===== config.mk =====
export PLATFORM = sky130hd
export DESIGN_NAME = stacked_cell_voltage_monitor_unit_flat
export DESIGN_NICKNAME = d
export VERILOG_FILES = /design/src/design/scvm_pkg.sv /design/src/design/scvm_in_if.sv /design/src/design/scvm_out_if.sv /design/src/design/stacked_cell_voltage_monitor_unit.sv /design/src/design/scvm_gain_regs.sv /design/src/design/scvm_core.sv /design/src/flat_wrapper.sv
export SDC_FILE = /design/constraint.sdc
export NUM_CORES = 1
export LEC_CHECK = 0
export BUFFER_PORTS_ARGS = -buffer_cell sky130_fd_sc_hd__buf_2
export CORE_ASPECT_RATIO = 0.8
export CORE_MARGIN = 2
export CORE_UTILIZATION = 55
export CTS_CLUSTER_SIZE = 16
export DETAILED_ROUTE_END_ITERATION = 10
export PLACE_DENSITY = 0.73
export SLEW_MARGIN = 20
export SYNTH_ARGS = -nofsm -noshare
export SYNTH_HDL_FRONTEND = slang
export SYNTH_HIERARCHICAL = 1
export SYNTH_SLANG_ARGS = --single-unit
export TNS_END_PERCENT = 50

===== constraint.sdc =====
create_clock -name clk -period 24.6 [get_ports clk]
set_clock_uncertainty 0.15 [all_clocks]
set_input_delay 4.92 -clock clk [delete_from_list [all_inputs] [get_ports clk]]
set_output_delay 4.92 -clock clk [all_outputs]
set_load 0.1 [all_outputs]

===== src/design/scvm_pkg.sv =====
// Shared constants, codes and types for the stacked cell voltage monitor.
package scvm_pkg;

    // Field widths
    localparam int SAMPLE_W      = 12;
    localparam int SAMPLE_BITS_D = 12;
    localparam int GAIN_W        = 16;
    localparam int GAIN_FRAC     = 12;
    localparam int CELL_W        = 18;
    localparam int SUM_W         = 20;
    localparam int CH_W          = 2;
    localparam int CFG_IDX_W     = 2;

    // Channel codes
    localparam logic [CH_W-1:0] CH_CELL_ONE   = 2'd0;
    localparam logic [CH_W-1:0] CH_CELL_TWO   = 2'd1;
    localparam logic [CH_W-1:0] CH_CELL_THREE = 2'd2;
    localparam logic [CH_W-1:0] CH_CURRENT    = 2'd3;

    // Register indexes
    localparam logic [CFG_IDX_W-1:0] REG_GAIN_TAP_ONE   = 2'd0;
    localparam logic [CFG_IDX_W-1:0] REG_GAIN_TAP_TWO   = 2'd1;
    localparam logic [CFG_IDX_W-1:0] REG_GAIN_TAP_THREE = 2'd2;
    localparam logic [CFG_IDX_W-1:0] REG_GAIN_CURRENT   = 2'd3;

    // Gain reset values, Q4.12
    localparam logic [GAIN_W-1:0] GAIN_TAP_ONE_RST   = 16'd6600;
    localparam logic [GAIN_W-1:0] GAIN_TAP_TWO_RST   = 16'd13200;
    localparam logic [GAIN_W-1:0] GAIN_TAP_THREE_RST = 16'd19800;
    localparam logic [GAIN_W-1:0] GAIN_CURRENT_RST   = 16'd33000;

    typedef struct packed {
        logic [GAIN_W-1:0] tap_one;
        logic [GAIN_W-1:0] tap_two;
        logic [GAIN_W-1:0] tap_three;
        logic [GAIN_W-1:0] current;
    } gain_set_t;

endpackage


===== src/design/scvm_in_if.sv =====
// Input channel: one ADC sample with its conversion done flag.
interface scvm_in_if;
    logic                          valid;
    logic                          ready;
    logic [scvm_pkg::SAMPLE_W-1:0] sample;
    logic                          conversion_done;

    modport source (output valid, output sample, output conversion_done, input ready);
    modport sink   (input valid, input sample, input conversion_done, output ready);
endinterface


===== src/design/scvm_out_if.sv =====
// Output channel: one monitored channel result with optional pack sum.
interface scvm_out_if;
    logic                               valid;
    logic                               ready;
    logic [scvm_pkg::CH_W-1:0]          channel;
    logic signed [scvm_pkg::CELL_W-1:0] channel_value;
    logic                               pack_valid;
    logic signed [scvm_pkg::SUM_W-1:0]  pack_sum;
    logic [scvm_pkg::CH_W-1:0]          next_channel;

    modport source (output valid, output channel, output channel_value, output pack_valid,
                    output pack_sum, output next_channel, input ready);
    modport sink   (input valid, input channel, input channel_value, input pack_valid,
                    input pack_sum, input next_channel, output ready);
endinterface


===== src/design/stacked_cell_voltage_monitor_unit.sv =====
// Top level of the stacked cell voltage monitor: input register, gains and core.
//
// Monitors a three-cell stack and one current channel in round-robin order
// (cell one, cell two, cell three, current). Each transfer with
// conversion_done set yields one result; a transfer with the flag clear is
// dropped with no result and no state change. The sample is scaled by the
// active channel's Q4.12 gain, lower cell voltages are subtracted for cells
// two and three, and the pack sum comes with the cell three result. The unit
// takes one item per clock unless the output stalls; the path is one input
// register, then a single 16-bit gain multiply with the cell subtraction
// into the result register. Gains come out of reset at their nominal values
// and may be rewritten through cfg_we, cfg_index and cfg_data while the unit
// is idle.
module stacked_cell_voltage_monitor_unit
#(
    parameter int SAMPLE_BITS = scvm_pkg::SAMPLE_BITS_D
)
(
    input  logic                             clk,
    input  logic                             rst_n,
    scvm_in_if.sink                          in_ch,
    scvm_out_if.source                       out_ch,
    input  logic                             cfg_we,
    input  logic [scvm_pkg::CFG_IDX_W-1:0]   cfg_index,
    input  logic [scvm_pkg::GAIN_W-1:0]      cfg_data
);

    logic                    s1_valid_reg;
    logic [SAMPLE_BITS-1:0]  s1_raw_reg;
    logic [SAMPLE_BITS-1:0]  raw;
    logic                    core_ready;
    scvm_pkg::gain_set_t     gains;

    // Keep the low SAMPLE_BITS bits of the sample, or zero-extend it when wider
    generate
        if (SAMPLE_BITS <= scvm_pkg::SAMPLE_W)
        begin : g_narrow
            assign raw = in_ch.sample[SAMPLE_BITS-1:0];
        end
        else
        begin : g_wide
            assign raw = SAMPLE_BITS'(in_ch.sample);
        end
    endgenerate

    assign in_ch.ready = !s1_valid_reg || core_ready;

    // Input register: drop transfers without a finished conversion
    always_ff @(posedge clk or negedge rst_n)
    begin
        if (!rst_n)
        begin
            s1_valid_reg <= 1'b0;
        end
        else if (in_ch.ready)
        begin
            s1_valid_reg <= in_ch.valid && in_ch.conversion_done;
        end
    end

    always_ff @(posedge clk)
    begin
        if (in_ch.valid && in_ch.ready)
        begin
            s1_raw_reg <= raw;
        end
    end

    scvm_gain_regs u_gain_regs
    (
        .clk       (clk),
        .rst_n     (rst_n),
        .cfg_we    (cfg_we),
        .cfg_index (cfg_index),
        .cfg_data  (cfg_data),
        .gains     (gains)
    );

    scvm_core
    #(
        .SAMPLE_BITS (SAMPLE_BITS)
    )
    u_core
    (
        .clk        (clk),
        .rst_n      (rst_n),
        .item_valid (s1_valid_reg),
        .item_raw   (s1_raw_reg),
        .item_ready (core_ready),
        .gains      (gains),
        .out_ch     (out_ch)
    );

endmodule


===== src/design/scvm_gain_regs.sv =====
// Gain configuration registers written through the plain write port.
module scvm_gain_regs
(
    input  logic                             clk,
    input  logic                             rst_n,
    input  logic                             cfg_we,
    input  logic [scvm_pkg::CFG_IDX_W-1:0]   cfg_index,
    input  logic [scvm_pkg::GAIN_W-1:0]      cfg_data,
    output scvm_pkg::gain_set_t              gains
);

    scvm_pkg::gain_set_t gains_reg;
    scvm_pkg::gain_set_t gains_next;

    // Decode the write index
    always_comb
    begin
        gains_next = gains_reg;
        if (cfg_we)
        begin
            unique case (cfg_index)
                scvm_pkg::REG_GAIN_TAP_ONE:   gains_next.tap_one   = cfg_data;
                scvm_pkg::REG_GAIN_TAP_TWO:   gains_next.tap_two   = cfg_data;
                scvm_pkg::REG_GAIN_TAP_THREE: gains_next.tap_three = cfg_data;
                scvm_pkg::REG_GAIN_CURRENT:   gains_next.current   = cfg_data;
                default:                      gains_next = gains_reg;
            endcase
        end
    end

    // Hold the gains
    always_ff @(posedge clk or negedge rst_n)
    begin
        if (!rst_n)
        begin
            gains_reg.tap_one   <= scvm_pkg::GAIN_TAP_ONE_RST;
            gains_reg.tap_two   <= scvm_pkg::GAIN_TAP_TWO_RST;
            gains_reg.tap_three <= scvm_pkg::GAIN_TAP_THREE_RST;
            gains_reg.current   <= scvm_pkg::GAIN_CURRENT_RST;
        end
        else
        begin
            gains_reg <= gains_next;
        end
    end

    assign gains = gains_reg;

endmodule


===== src/design/scvm_core.sv =====
// Scaling, cell difference and pack sum with channel state and result register.
module scvm_core
#(
    parameter int SAMPLE_BITS = scvm_pkg::SAMPLE_BITS_D
)
(
    input  logic                    clk,
    input  logic                    rst_n,
    input  logic                    item_valid,
    input  logic [SAMPLE_BITS-1:0]  item_raw,
    output logic                    item_ready,
    input  scvm_pkg::gain_set_t     gains,
    scvm_out_if.source              out_ch
);

    localparam int PROD_W  = SAMPLE_BITS + scvm_pkg::GAIN_W;
    localparam int SCALE_W = PROD_W - scvm_pkg::GAIN_FRAC;

    logic [scvm_pkg::CH_W-1:0]          active_channel_reg;
    logic [scvm_pkg::CH_W-1:0]          active_channel_next;
    logic signed [scvm_pkg::CELL_W-1:0] cell_reg [3];
    logic signed [scvm_pkg::CELL_W-1:0] cell_next [3];

    logic                               out_valid_reg;
    logic                               out_valid_next;
    logic [scvm_pkg::CH_W-1:0]          out_channel_reg;
    logic signed [scvm_pkg::CELL_W-1:0] out_value_reg;
    logic                               out_pack_valid_reg;
    logic signed [scvm_pkg::SUM_W-1:0]  out_pack_sum_reg;
    logic [scvm_pkg::CH_W-1:0]          out_next_channel_reg;

    logic                               take;
    logic [scvm_pkg::GAIN_W-1:0]        gain;
    logic [PROD_W-1:0]                  product;
    logic [SCALE_W-1:0]                 scaled;
    logic signed [scvm_pkg::CELL_W-1:0] scaled_cell;
    logic signed [scvm_pkg::CELL_W-1:0] value;
    logic signed [scvm_pkg::SUM_W-1:0]  sum;
    logic                               pack_valid;

    assign item_ready = !out_valid_reg || out_ch.ready;
    assign take       = item_valid && item_ready;

    // Pick the gain of the active channel
    always_comb
    begin
        unique case (active_channel_reg)
            scvm_pkg::CH_CELL_ONE:   gain = gains.tap_one;
            scvm_pkg::CH_CELL_TWO:   gain = gains.tap_two;
            scvm_pkg::CH_CELL_THREE: gain = gains.tap_three;
            default:                 gain = gains.current;
        endcase
    end

    // Scale the sample and resize it to the cell width
    assign product     = PROD_W'(item_raw) * PROD_W'(gain);
    assign scaled      = product[PROD_W-1:scvm_pkg::GAIN_FRAC];
    assign scaled_cell = scvm_pkg::CELL_W'(scaled);

    // Subtract lower cells, form pack sum, advance channel
    always_comb
    begin
        cell_next[0] = cell_reg[0];
        cell_next[1] = cell_reg[1];
        cell_next[2] = cell_reg[2];
        sum          = '0;
        pack_valid   = 1'b0;
        unique case (active_channel_reg)
            scvm_pkg::CH_CELL_ONE:
            begin
                value        = scaled_cell;
                cell_next[0] = value;
            end
            scvm_pkg::CH_CELL_TWO:
            begin
                value        = scaled_cell - cell_reg[0];
                cell_next[1] = value;
            end
            scvm_pkg::CH_CELL_THREE:
            begin
                value        = scaled_cell - (cell_reg[0] + cell_reg[1]);
                cell_next[2] = value;
                sum          = scvm_pkg::SUM_W'(cell_reg[0]) + scvm_pkg::SUM_W'(cell_reg[1])
                             + scvm_pkg::SUM_W'(value);
                pack_valid   = 1'b1;
            end
            default:
            begin
                value = scaled_cell;
            end
        endcase
        active_channel_next = active_channel_reg + 1'b1;
    end

    // Result valid: set on a new item, clear after the transfer
    always_comb
    begin
        if (take)
        begin
            out_valid_next = 1'b1;
        end
        else if (out_ch.ready)
        begin
            out_valid_next = 1'b0;
        end
        else
        begin
            out_valid_next = out_valid_reg;
        end
    end

    // Advance channel state and stored cells
    always_ff @(posedge clk or negedge rst_n)
    begin
        if (!rst_n)
        begin
            active_channel_reg <= scvm_pkg::CH_CELL_ONE;
            cell_reg[0]        <= '0;
            cell_reg[1]        <= '0;
            cell_reg[2]        <= '0;
            out_valid_reg      <= 1'b0;
        end
        else
        begin
            out_valid_reg <= out_valid_next;
            if (take)
            begin
                active_channel_reg <= active_channel_next;
                cell_reg[0]        <= cell_next[0];
                cell_reg[1]        <= cell_next[1];
                cell_reg[2]        <= cell_next[2];
            end
        end
    end

    // Load the result register
    always_ff @(posedge clk)
    begin
        if (take)
        begin
            out_channel_reg      <= active_channel_reg;
            out_value_reg        <= value;
            out_pack_valid_reg   <= pack_valid;
            out_pack_sum_reg     <= sum;
            out_next_channel_reg <= active_channel_next;
        end
    end

    assign out_ch.valid         = out_valid_reg;
    assign out_ch.channel       = out_channel_reg;
    assign out_ch.channel_value = out_value_reg;
    assign out_ch.pack_valid    = out_pack_valid_reg;
    assign out_ch.pack_sum      = out_pack_sum_reg;
    assign out_ch.next_channel  = out_next_channel_reg;

endmodule

===== src/flat_wrapper.sv =====
// flat-port wrapper written by rule: the top's interface ports become plain ports
module stacked_cell_voltage_monitor_unit_flat 
#(
    parameter int SAMPLE_BITS = scvm_pkg::SAMPLE_BITS_D
)
  (clk, rst_n, cfg_we, cfg_index, cfg_data, in_ch_valid, in_ch_sample, in_ch_conversion_done, in_ch_ready, out_ch_valid, out_ch_channel, out_ch_channel_value, out_ch_pack_valid, out_ch_pack_sum, out_ch_next_channel, out_ch_ready);
  scvm_in_if in_ch_i ();
  scvm_out_if out_ch_i ();
  input  logic clk;
  input  logic rst_n;
  input  logic cfg_we;
  input  logic [scvm_pkg::CFG_IDX_W-1:0] cfg_index;
  input  logic [scvm_pkg::GAIN_W-1:0] cfg_data;
  input wire logic [$bits(in_ch_i.valid)-1:0] in_ch_valid;
  input wire logic [$bits(in_ch_i.sample)-1:0] in_ch_sample;
  input wire logic [$bits(in_ch_i.conversion_done)-1:0] in_ch_conversion_done;
  output wire logic [$bits(in_ch_i.ready)-1:0] in_ch_ready;
  output wire logic [$bits(out_ch_i.valid)-1:0] out_ch_valid;
  output wire logic [$bits(out_ch_i.channel)-1:0] out_ch_channel;
  output wire logic [$bits(out_ch_i.channel_value)-1:0] out_ch_channel_value;
  output wire logic [$bits(out_ch_i.pack_valid)-1:0] out_ch_pack_valid;
  output wire logic [$bits(out_ch_i.pack_sum)-1:0] out_ch_pack_sum;
  output wire logic [$bits(out_ch_i.next_channel)-1:0] out_ch_next_channel;
  input wire logic [$bits(out_ch_i.ready)-1:0] out_ch_ready;
  assign in_ch_i.valid = in_ch_valid;
  assign in_ch_i.sample = in_ch_sample;
  assign in_ch_i.conversion_done = in_ch_conversion_done;
  assign in_ch_ready = in_ch_i.ready;
  assign out_ch_valid = out_ch_i.valid;
  assign out_ch_channel = out_ch_i.channel;
  assign out_ch_channel_value = out_ch_i.channel_value;
  assign out_ch_pack_valid = out_ch_i.pack_valid;
  assign out_ch_pack_sum = out_ch_i.pack_sum;
  assign out_ch_next_channel = out_ch_i.next_channel;
  assign out_ch_i.ready = out_ch_ready;
  stacked_cell_voltage_monitor_unit #(.SAMPLE_BITS(SAMPLE_BITS)) u_core (.clk(clk), .rst_n(rst_n), .in_ch(in_ch_i), .out_ch(out_ch_i), .cfg_we(cfg_we), .cfg_index(cfg_index), .cfg_data(cfg_data));
endmodule

==> impl_metrics.tcl, run 1 <==
set metrics [dict create \
    start_util_pct 55.52 \
    maxCapViolations 0 \
    synth_top_area_share_pct 22.89 \
    cp_max_fo 25 \
    multi_input_area_um2 9572 \
    grt_max_degree 70 \
    io_buffers 80 \
    grt_pass1_wl_mm 53.95 \
    async_flop_share_pct 65.16 \
    hold_viol_final 0 \
    cts_tree "done" \
    post_cts_buffers 0 \
    htreeDepth 4 \
    maxSlewHeadroom_pct 25.95 \
    synth_cell_types 70 \
    ys_top_cells_by_area "fa_1, dfrtp_1, edfxtp_1, ha_1, inv_1" \
    area.growth.synth_to_final_pct 9.142 \
    max_freq_mhz 84.70 \
    wirelength_mm 32.39 \
    grt_pass1_vias 10830 \
    antenna_left 0 \
    die_h_um 151.9 \
    synth-edff-count 54 \
    cp_num_buf_inv 5 \
    yosysWarnings 6 \
    final_nets 1885 \
    place.gp.congestion 0.9284 \
    ios 81 \
    synth_area_um2 15040 \
    ys_seq_area_share_pct 27.78 \
    clock_path_buffers 2 \
    grt.total_usage_pct 23.51 \
    cp.arrival_ns 11.84 \
    hp-start "u_core/u_core/cell_reg[41]" \
    drtIter0Drc 753 \
    finalSetupTns_ns 0 \
    synth-seq-cells 155 \
    critPathSlowestCell "mux2i_1" \
    cpLargestDelayFamily "adder cells" \
    setup_viol 0 \
    cp.required_ns 24.64 \
    core_um2 27090 \
    status "finished clean" \
    fillers 2242 \
    cpPeakStageDelay_ns 0.84 \
    antenna_found_initial 0 \
    hp-class "reg -> reg" \
    synth.avg_cell_area_um2 10.08 \
    slew_viol_final 0 \
    grt-ovfl-total 0 \
    ctsResizeCount 0 \
    dieArea_um2 28700 \
    drive_gt1_share_pct 16.06 \
    antenna_cells 0 \
    syn-num-nets 1821 \
    cts_buffers 17 \
    rrSetupSlack_ns 12.79 \
    crit_path_start "u_core/u_core/active_channel_reg[0]" \
    r2r-start "u_core/u_core/active_channel_reg[0]" \
    dr.pass1.iters 8 \
    whs_path_depth 2 \
    synth_top_cell_by_area "fa_1" \
    clk_latency_ns 0.43 \
    endpoint_kind "register" \
    ys.flop_type "dfrtp_1" \
    clk_root_buffer_cell "clkbuf_16" \
    largest_reg_flops 64 \
    ff2ff_path_depth 41 \
    dp.final_hpwl_mm 24.40 \
    fin_crit_sh_pct 47.99 \
    seq_area_um2 4179 \
    worst_path_most_repeated_cell "fa_1" \
    fp-row-count 54 \
    clkSinkCount 155 \
    cts.clk_slew.worst_paths_ns 0.08 \
    hold_end "u_core/u_core/cell_reg[41]" \
    cp-start-kind "register" \
    postSynthCellCount 1492 \
    worst-setup-path-type "reg -> reg" \
    wire_per_inst_um 16.76 \
    min_period_ns 11.81 \
    r2r-end "u_core/u_core/out_ch.pack_sum[18]" \
    die_width_um 188.9 \
    drcViolationCount 0 \
    worst_pin_slew_ns 1.080 \
    vias 10690 \
    via_per_inst 5.528 \
    hold_buffers 0 \
    rsz0062_at_grt "no" \
]
[layout by cell type (no fill, tap or decap), types with 4 or more instances in the layout]
master,count
o21bai_1,4
mux2_2,81
fa_1,172
edfxtp_1,54
a2bb2oi_1,6
clkinv_8,5
a21o_1,12
inv_8,4
xnor2_1,30
nor2_1,44
dfrtp_1,77
and3_1,8
nor2b_1,6
o31ai_1,8
or3_1,7
a31oi_1,6
o21ai_0,44
a222oi_1,16
clkbuf_16,17
ha_1,121
nand2_1,181
o21a_1,10
and2_1,68
nand2b_1,7
xor2_1,23
mux2i_1,18
buf_4,21
nor3_1,9
a21oi_1,42
dfstp_2,24
o211ai_1,7
or2_2,4
nand3_1,10
buf_2,79
a211oi_1,8
inv_1,282
[worst register-to-register path: cells and delay by family (launching register included)]
kind                     cells  cell delay [ns]
adder cells (fa/ha/maj)     11             4.64
AO/OA/AOI/OAI               11             2.92
AND/OR/NAND/NOR             11             1.49
multiplexers                 1             0.84
buffers and inverters        5             0.73
flip-flops                   1             0.41
XOR/XNOR                     2             0.40
[per-stage QoR]
| stage | setup WS [ns] | hold slack, ns | cells | utilization, % | cell area (um^2) |
|---|---|---|---|---|---|
| floorplan | 14.13 | 0.2985 | 1492 | - | 15040 |
| global placement | 13.27 | 0.3145 | 1901 | 58.38 | 15820 |
| detailed placement | 12.96 | 0.3168 | 1901 | 58.38 | 15820 |
| CTS | 12.93 | 0.3342 | 1933 | 60.59 | 16420 |
| global route | 12.00 | 0.3542 | 1933 | 60.59 | 16420 |
| finish | 12.79 | 0.3314 | 1933 | 60.59 | 16420 |
[cells by family (layout without fill, tap and decap cells)]
| logic type | count (synthesis) | count (layout) | share of synthesized area (%) |
|---|---|---|---|
| flops | 155 | 155 | 27.78 |
| fa+ha+maj | 293 | 293 | 32.96 |
| compound gates | 193 | 193 | 8.834 |
| simple gates | 362 | 362 | 11.49 |
| xor+xnor | 53 | 53 | 3.086 |
| buf+inv | 337 | 414 | 8.593 |
| mux | 99 | 99 | 7.262 |
[cells in the mapped netlist, types with 4 or more instances]
cell	instances
and3_1	8
o21ai_0	44
nand3_1	10
edfxtp_1	54
a2bb2oi_1	6
a222oi_1	16
or2_2	4
a21oi_1	42
fa_1	172
o21a_1	10
dfstp_2	24
mux2i_1	18
nor2_1	44
mux2_2	81
o211ai_1	7
nor3_1	9
nand2_1	181
clkbuf_1	47
o31ai_1	8
nor2b_1	6
nand2b_1	7
xnor2_1	30
dfrtp_1	77
or3_1	7
and2_1	69
a21o_1	12
ha_1	121
a211oi_1	8
xor2_1	23
o21bai_1	4
a31oi_1	6
inv_1	282
[worst max path at each step]
stage / depth (start not counted) / slack [ns] / endpoint
2_1_floorplan: 2 / 14.13 / in_ch_ready
3_3_place_gp: 41 / 13.27 / u_core/u_core/out_ch.pack_sum[16]
3_5_place_dp: 41 / 12.96 / u_core/u_core/out_ch.pack_sum[18]
4_1_cts: 41 / 12.93 / u_core/u_core/out_ch.pack_sum[18]
5_1_grt: 41 / 12.00 / u_core/u_core/out_ch.pack_sum[16]
6_report: 41 / 12.79 / u_core/u_core/out_ch.pack_sum[18]
[area by class of cell]
| cell class | instances | area share (%) |
|---|---|---|
| Multi-Input combinational cell | 1000 | 58.30 |
| Clock buffer | 17 | 2.591 |
| Clock inverter | 15 | 1.059 |
| Tap cell | 364 | 2.774 |
| Sequential cell | 155 | 25.46 |
| Timing Repair Buffer | 100 | 3.369 |
| Inverter | 282 | 6.448 |
[metal layers]
layer	part of all wire (%)	track usage [%]	up-vias
met2	48	37.78	305
met4	1.1	4.985	0
li1	-	-	4977
met3	5.5	3.835	29
met1	46	33.90	5375
met5	0	0	-
Power of run 1 is not shown: default switching activity piles up to over one toggle a cycle in this logic, so the estimate is an artifact.
==> run 2: changes to the inputs <==
--- a/config.mk
+++ b/config.mk
@@ -11,7 +11,7 @@
 export CORE_UTILIZATION = 55
 export CTS_CLUSTER_SIZE = 16
 export DETAILED_ROUTE_END_ITERATION = 10
-export PLACE_DENSITY = 0.73
+export PLACE_DENSITY = 0.76
 export SLEW_MARGIN = 20
 export SYNTH_ARGS = -nofsm -noshare
 export SYNTH_HDL_FRONTEND = slang
==> constraint.sdc (replaced) <==
create_clock -name clk -period 10.36 [get_ports clk]
set_clock_uncertainty 0.15 [all_clocks]
set_input_delay 2.072 -clock clk [delete_from_list [all_inputs] [get_ports clk]]
set_output_delay 2.072 -clock clk [all_outputs]
set_load 0.1 [all_outputs]
==> run 2 against run 1 <==
  * Routed wire length increased by 11%
  * Register-to-register slack worse by 13 ns
  * Global-route usage increased by 1.6 points
  * Design area up 6.8%
  * Die area is the same
  * Sequential share of layout area fell by 1.6 points
  * First-iteration DRC count up 17%
  * Non-clock buffer count increased by 100
  * Worst setup slack worse by 13 ns
  * Utilization is 4.1 points higher
  * Clock-buffer cell count unchanged
==> impl_metrics.tcl, run 2 (synthesis results as in run 1) <==
set metrics [dict create \
    status "finished clean" \
    hold_buffers 0 \
    worst_pin_slew_ns 1.112 \
    dp.final_hpwl_mm 26.43 \
    via_per_inst 5.577 \
    wirelength_mm 35.99 \
    hp-class "reg -> reg" \
    cp.arrival_ns 10.33 \
    multi_input_area_um2 9916 \
    grt-ovfl-total 0 \
    critPathSlowestCell "fa_1" \
    most-common-layout-cells "inv_1, nand2_1, fa_1, buf_4, ha_1" \
    min_period_ns 10.29 \
    dieArea_um2 28700 \
    drcViolationCount 0 \
    die_h_um 151.9 \
    grt_max_degree 56 \
    area.growth.synth_to_final_pct 16.52 \
    rsz0062_at_grt "yes" \
    drtIter0Drc 883 \
    clock_path_buffers 2 \
    wire_per_inst_um 17.70 \
    fp-row-count 54 \
    seq_area_um2 4180 \
    grt_pass1_vias 11430 \
    fillers 2031 \
    place.gp.congestion 0.8643 \
    final_nets 1985 \
    cp.required_ns 10.40 \
    cts_tree "done" \
    antenna_cells 0 \
    final_common_cell "inv_1" \
    io_buffers 80 \
    htreeDepth 4 \
    cts.clk_slew.worst_paths_ns 0.08 \
    cp-start-kind "register" \
    cp_max_fo 6 \
    dr.pass1.iters 6 \
    antenna_left 0 \
    finalSetupTns_ns 0 \
    slew_viol_final 0 \
    clk_root_buffer_cell "clkbuf_16" \
    worst-setup-path-type "reg -> reg" \
    die_width_um 188.9 \
    dpl_cell_area_um2 16430 \
    setup_viol 0 \
    grt.total_usage_pct 25.11 \
    final_core_util_pct 64.69 \
    final_area_um2 17530 \
    maxCapViolations 0 \
    cts_buffers 17 \
    ios 81 \
    core_um2 27090 \
    endpoint_kind "register" \
    cpPeakStageDelay_ns 0.53 \
    worst_path_most_repeated_cell "fa_1" \
    vias 11340 \
    largest_reg_flops 64 \
    whs_path_depth 2 \
    clk_latency_ns 0.45 \
    clkSinkCount 155 \
    start_util_pct 55.52 \
    maxSlewHeadroom_pct 23.92 \
    fin_crit_sh_pct 99.32 \
    drive_gt1_share_pct 24.63 \
    ff2ff_path_depth 42 \
    grt_pass1_wl_mm 57.33 \
    max_freq_mhz 97.19 \
    antenna_found_initial 1 \
    whs_ns 0.3368 \
    hold_viol_final 0 \
]
[run 2: cell count changes in the layout (fill, tap and decap cells not counted), moves of 7 or more]
cell,delta
a21oi_2,+7
a21oi_1,-8
buf_4,+95
ha_4,+10
o21ai_0,-8
ha_1,-13
[run 2: metrics by stage]
step | std cells | worst slack [ns]
finish | 2033 | 0.07061
global placement | 1983 | 0.1044
floorplan | 1492 | 0.03080
global route | 2033 | -0.2690
detailed placement | 1983 | -0.3742
CTS | 2016 | 0.008530
[run 2: routing by layer]
| metal | wire length [um] | global-route usage, % | up-vias |
|---|---|---|---|
| li1 | - | - | 5171 |
| met1 | 15500 | 35.19 | 5695 |
| met3 | 2501 | 4.320 | 66 |
| met5 | 13 | 0 | - |
| met4 | 621 | 6.399 | 2 |
| met2 | 17360 | 40.83 | 405 |
[run 2: repair_timing]
action / CTS / global route
pin swaps: 6 / 56
gates resized for setup: 18 / 66
buffers inserted: 1 / 17
setup endpoints to repair: 7 / 10
[run 2: worst paths after layout]
check	slack, ns	from	end
worst min-delay path	0.34	u_core/u_core/cell_reg[41]	u_core/u_core/cell_reg[41]
min in group asynchronous	1.51	rst_n	u_core/u_gain_regs/gains[12]
worst min register to register	0.34	u_core/u_core/cell_reg[41]	u_core/u_core/cell_reg[41]
max in group asynchronous	7.37	rst_n	u_core/u_core/active_channel_reg[0]
worst max register to register	0.07	u_core/u_core/active_channel_reg[1]	u_core/u_core/out_ch.pack_sum[16]
worst max-delay path	0.07	u_core/u_core/active_channel_reg[1]	u_core/u_core/out_ch.pack_sum[16]
[run 2: area by class of cell]
class	count	share of cell area, %
Multi-Input combinational cell	1000	56.57
Timing Repair Buffer	200	7.596
Clock buffer	17	2.427
Inverter	282	6.039
Clock inverter	15	0.9138
Tap cell	364	2.599
Sequential cell	155	23.85
[run 2: critical path: cells and delay by family, from the launching register on]
kind	cells	cell delay, ns
flops	1	0.40
fa+ha+maj	11	4.15
simple gates	8	1.22
compound gates	9	2.28
mux	1	0.16
buf+inv	10	1.11
xor+xnor	3	0.54
Power of run 2 is left out for the same reason.
==> run 3: changes to the inputs <==
--- a/config.mk
+++ b/config.mk
@@ -6,12 +6,14 @@
 export NUM_CORES = 1
 export LEC_CHECK = 0
 export BUFFER_PORTS_ARGS = -buffer_cell sky130_fd_sc_hd__buf_2
+export CELL_PAD_IN_SITES_DETAIL_PLACEMENT = 1
+export CELL_PAD_IN_SITES_GLOBAL_PLACEMENT = 1
 export CORE_ASPECT_RATIO = 0.8
 export CORE_MARGIN = 2
-export CORE_UTILIZATION = 55
+export CORE_UTILIZATION = 45
 export CTS_CLUSTER_SIZE = 16
 export DETAILED_ROUTE_END_ITERATION = 10
-export PLACE_DENSITY = 0.76
+export PLACE_DENSITY_LB_ADDON = 0.1
 export SLEW_MARGIN = 20
 export SYNTH_ARGS = -nofsm -noshare
 export SYNTH_HDL_FRONTEND = slang
==> run 3 against run 2 <==
  * Critical path type unchanged
  * Highest routed layer is now met4
  * Global-route usage down 0.91 points
  * Clock-buffer cell count up 2
  * Utilization down 8.7 points
  * The run now ends with setup timing left
  * Critical path depth up 3
  * Final cell count up 7.1%
==> impl_metrics.tcl, run 3 (synthesis results as in run 1) <==
set metrics [dict create \
    dp.final_hpwl_mm 31.86 \
    cp.required_ns 10.41 \
    start_util_pct 46.00 \
    fp-row-count 59 \
    place.gp.congestion 0.8959 \
    cp_max_fo 7 \
    maxSlewHeadroom_pct 37.75 \
    setup_ws_ns -0.1569 \
    grt_max_degree 72 \
    cp.arrival_ns 10.57 \
    io_buffers 80 \
    htreeDepth 4 \
    hp-class "reg -> reg" \
    critPathSlowestCell "fa_1" \
    status "complete, but fails checks" \
    final_common_cell "inv_1" \
    cts_tree "done" \
    crit_end "u_core/u_core/out_ch.pack_sum[18]" \
    worst_pin_slew_ns 0.9328 \
    wire_per_inst_um 19.17 \
    endpoint_kind "register" \
    cp-start-kind "register" \
    clkSinkCount 155 \
    final_cells 2178 \
    ios 81 \
    final_nets 2066 \
    worst-setup-path-type "reg -> reg" \
    fillers 3654 \
    drcViolationCount 0 \
    antenna_found_initial 1 \
    dr.pass1.iters 5 \
    wirelength_mm 41.75 \
    via_per_inst 5.309 \
    grt.total_usage_pct 24.20 \
    hold_viol_final 0 \
    finalSetupTns_ns -0.3898 \
    numPlacedInstances 2112 \
    dieArea_um2 34910 \
    cpPeakStageDelay_ns 0.56 \
    whs_ns 0.3411 \
    largest_reg_flops 64 \
    drive_gt1_share_pct 28.23 \
    grt_pass1_vias 12750 \
    die_width_um 208.4 \
    most-common-layout-cells "inv_1, buf_4, nand2_1, fa_1, ha_1" \
    core_um2 32700 \
    r2r-end "u_core/u_core/out_ch.pack_sum[18]" \
    area.growth.synth_to_final_pct 21.83 \
    clk_latency_ns 0.45 \
    worst_path_most_repeated_cell "fa_1" \
    clk_root_buffer_cell "clkbuf_16" \
    drtIter0Drc 496 \
    r2r-start "u_core/u_core/active_channel_reg[0]" \
    slew_viol_final 0 \
    fin_crit_sh_pct 101.5 \
    cts_buffers 17 \
    maxCapViolations 0 \
    rsz0062_at_grt "yes" \
    max_freq_mhz 95.09 \
    crit_path_start "u_core/u_core/active_channel_reg[0]" \
    vias 11560 \
    rrSetupSlack_ns -0.16 \
    ff2ff_path_depth 45 \
    antenna_left 0 \
    cts.clk_slew.worst_paths_ns 0.08 \
    min_period_ns 10.52 \
    setup_viol 3 \
    die_h_um 167.5 \
    grt_pass1_wl_mm 66.55 \
    clock_path_buffers 2 \
    grt-ovfl-total 0 \
    violations "setup timing" \
]
==> run 3: layout make-up <==
class,count,area (um^2),area share [%]
clock buffers,19,454.2,2.478
inverters,282,1059,5.776
flip-flops and latches,155,4180,22.81
well taps,427,534.3,2.915
repair buffers,281,1972,10.76
multi-input cells,1000,9981,54.47
diodes,1,2.502,0.01366
clock inverters,13,142.6,0.7784
==> run 3: metrics by stage <==
step	area (um^2)	util (%)	setup WS [ns]
floorplan	15040	-	0.03080
global placement	17020	52.04	-0.06105
detailed placement	17020	52.05	-0.4344
CTS	17850	54.57	-0.002022
global route	18320	56.03	-0.5124
finish	18330	56.04	-0.1569
==> run 3: worst min-delay path by stage <==
stage | startpoint | end | slack (ns) | cells after the start
after floorplan | u_core/u_core/cell_reg[31] | u_core/u_core/cell_reg[31] | 0.30 | 2
after global placement | u_core/u_core/cell_reg[46] | u_core/u_core/cell_reg[46] | 0.31 | 2
after detailed placement | u_core/u_core/cell_reg[44] | u_core/u_core/cell_reg[44] | 0.33 | 2
after CTS | u_core/u_core/cell_reg[44] | u_core/u_core/cell_reg[44] | 0.34 | 2
after global routing | u_core/u_core/cell_reg[28] | u_core/u_core/cell_reg[28] | 0.37 | 1
final | u_core/u_core/cell_reg[44] | u_core/u_core/cell_reg[44] | 0.34 | 2
==> run 3: worst max-delay path: cells and delay by family (launching register included) <==
family | cells | cell delay [ns]
flops | 1 | 0.40
simple gates | 11 | 1.56
mux | 1 | 0.15
xor+xnor | 2 | 0.40
compound gates | 10 | 2.33
buf+inv | 10 | 1.09
fa+ha+maj | 11 | 4.19
==> run 3: layer usage <==
metal | wire (um) | vias up | global-route usage (%)
li1 | - | 5332 | -
met1 | 19550 | 6002 | 33.28
met2 | 20370 | 185 | 40.74
met3 | 1216 | 45 | 2.944
met4 | 614 | 0 | 6.256
met5 | 0 | - | 0
==> run 3: what timing repair did <==
action	in CTS	in global routing
gates cloned	0	0
setup buffers	9	23
hold buffers	0	0
resized for setup	31	63
pin swaps	16	59
setup endpoints to repair	7	10
Power of run 3 is left out for the same reason.
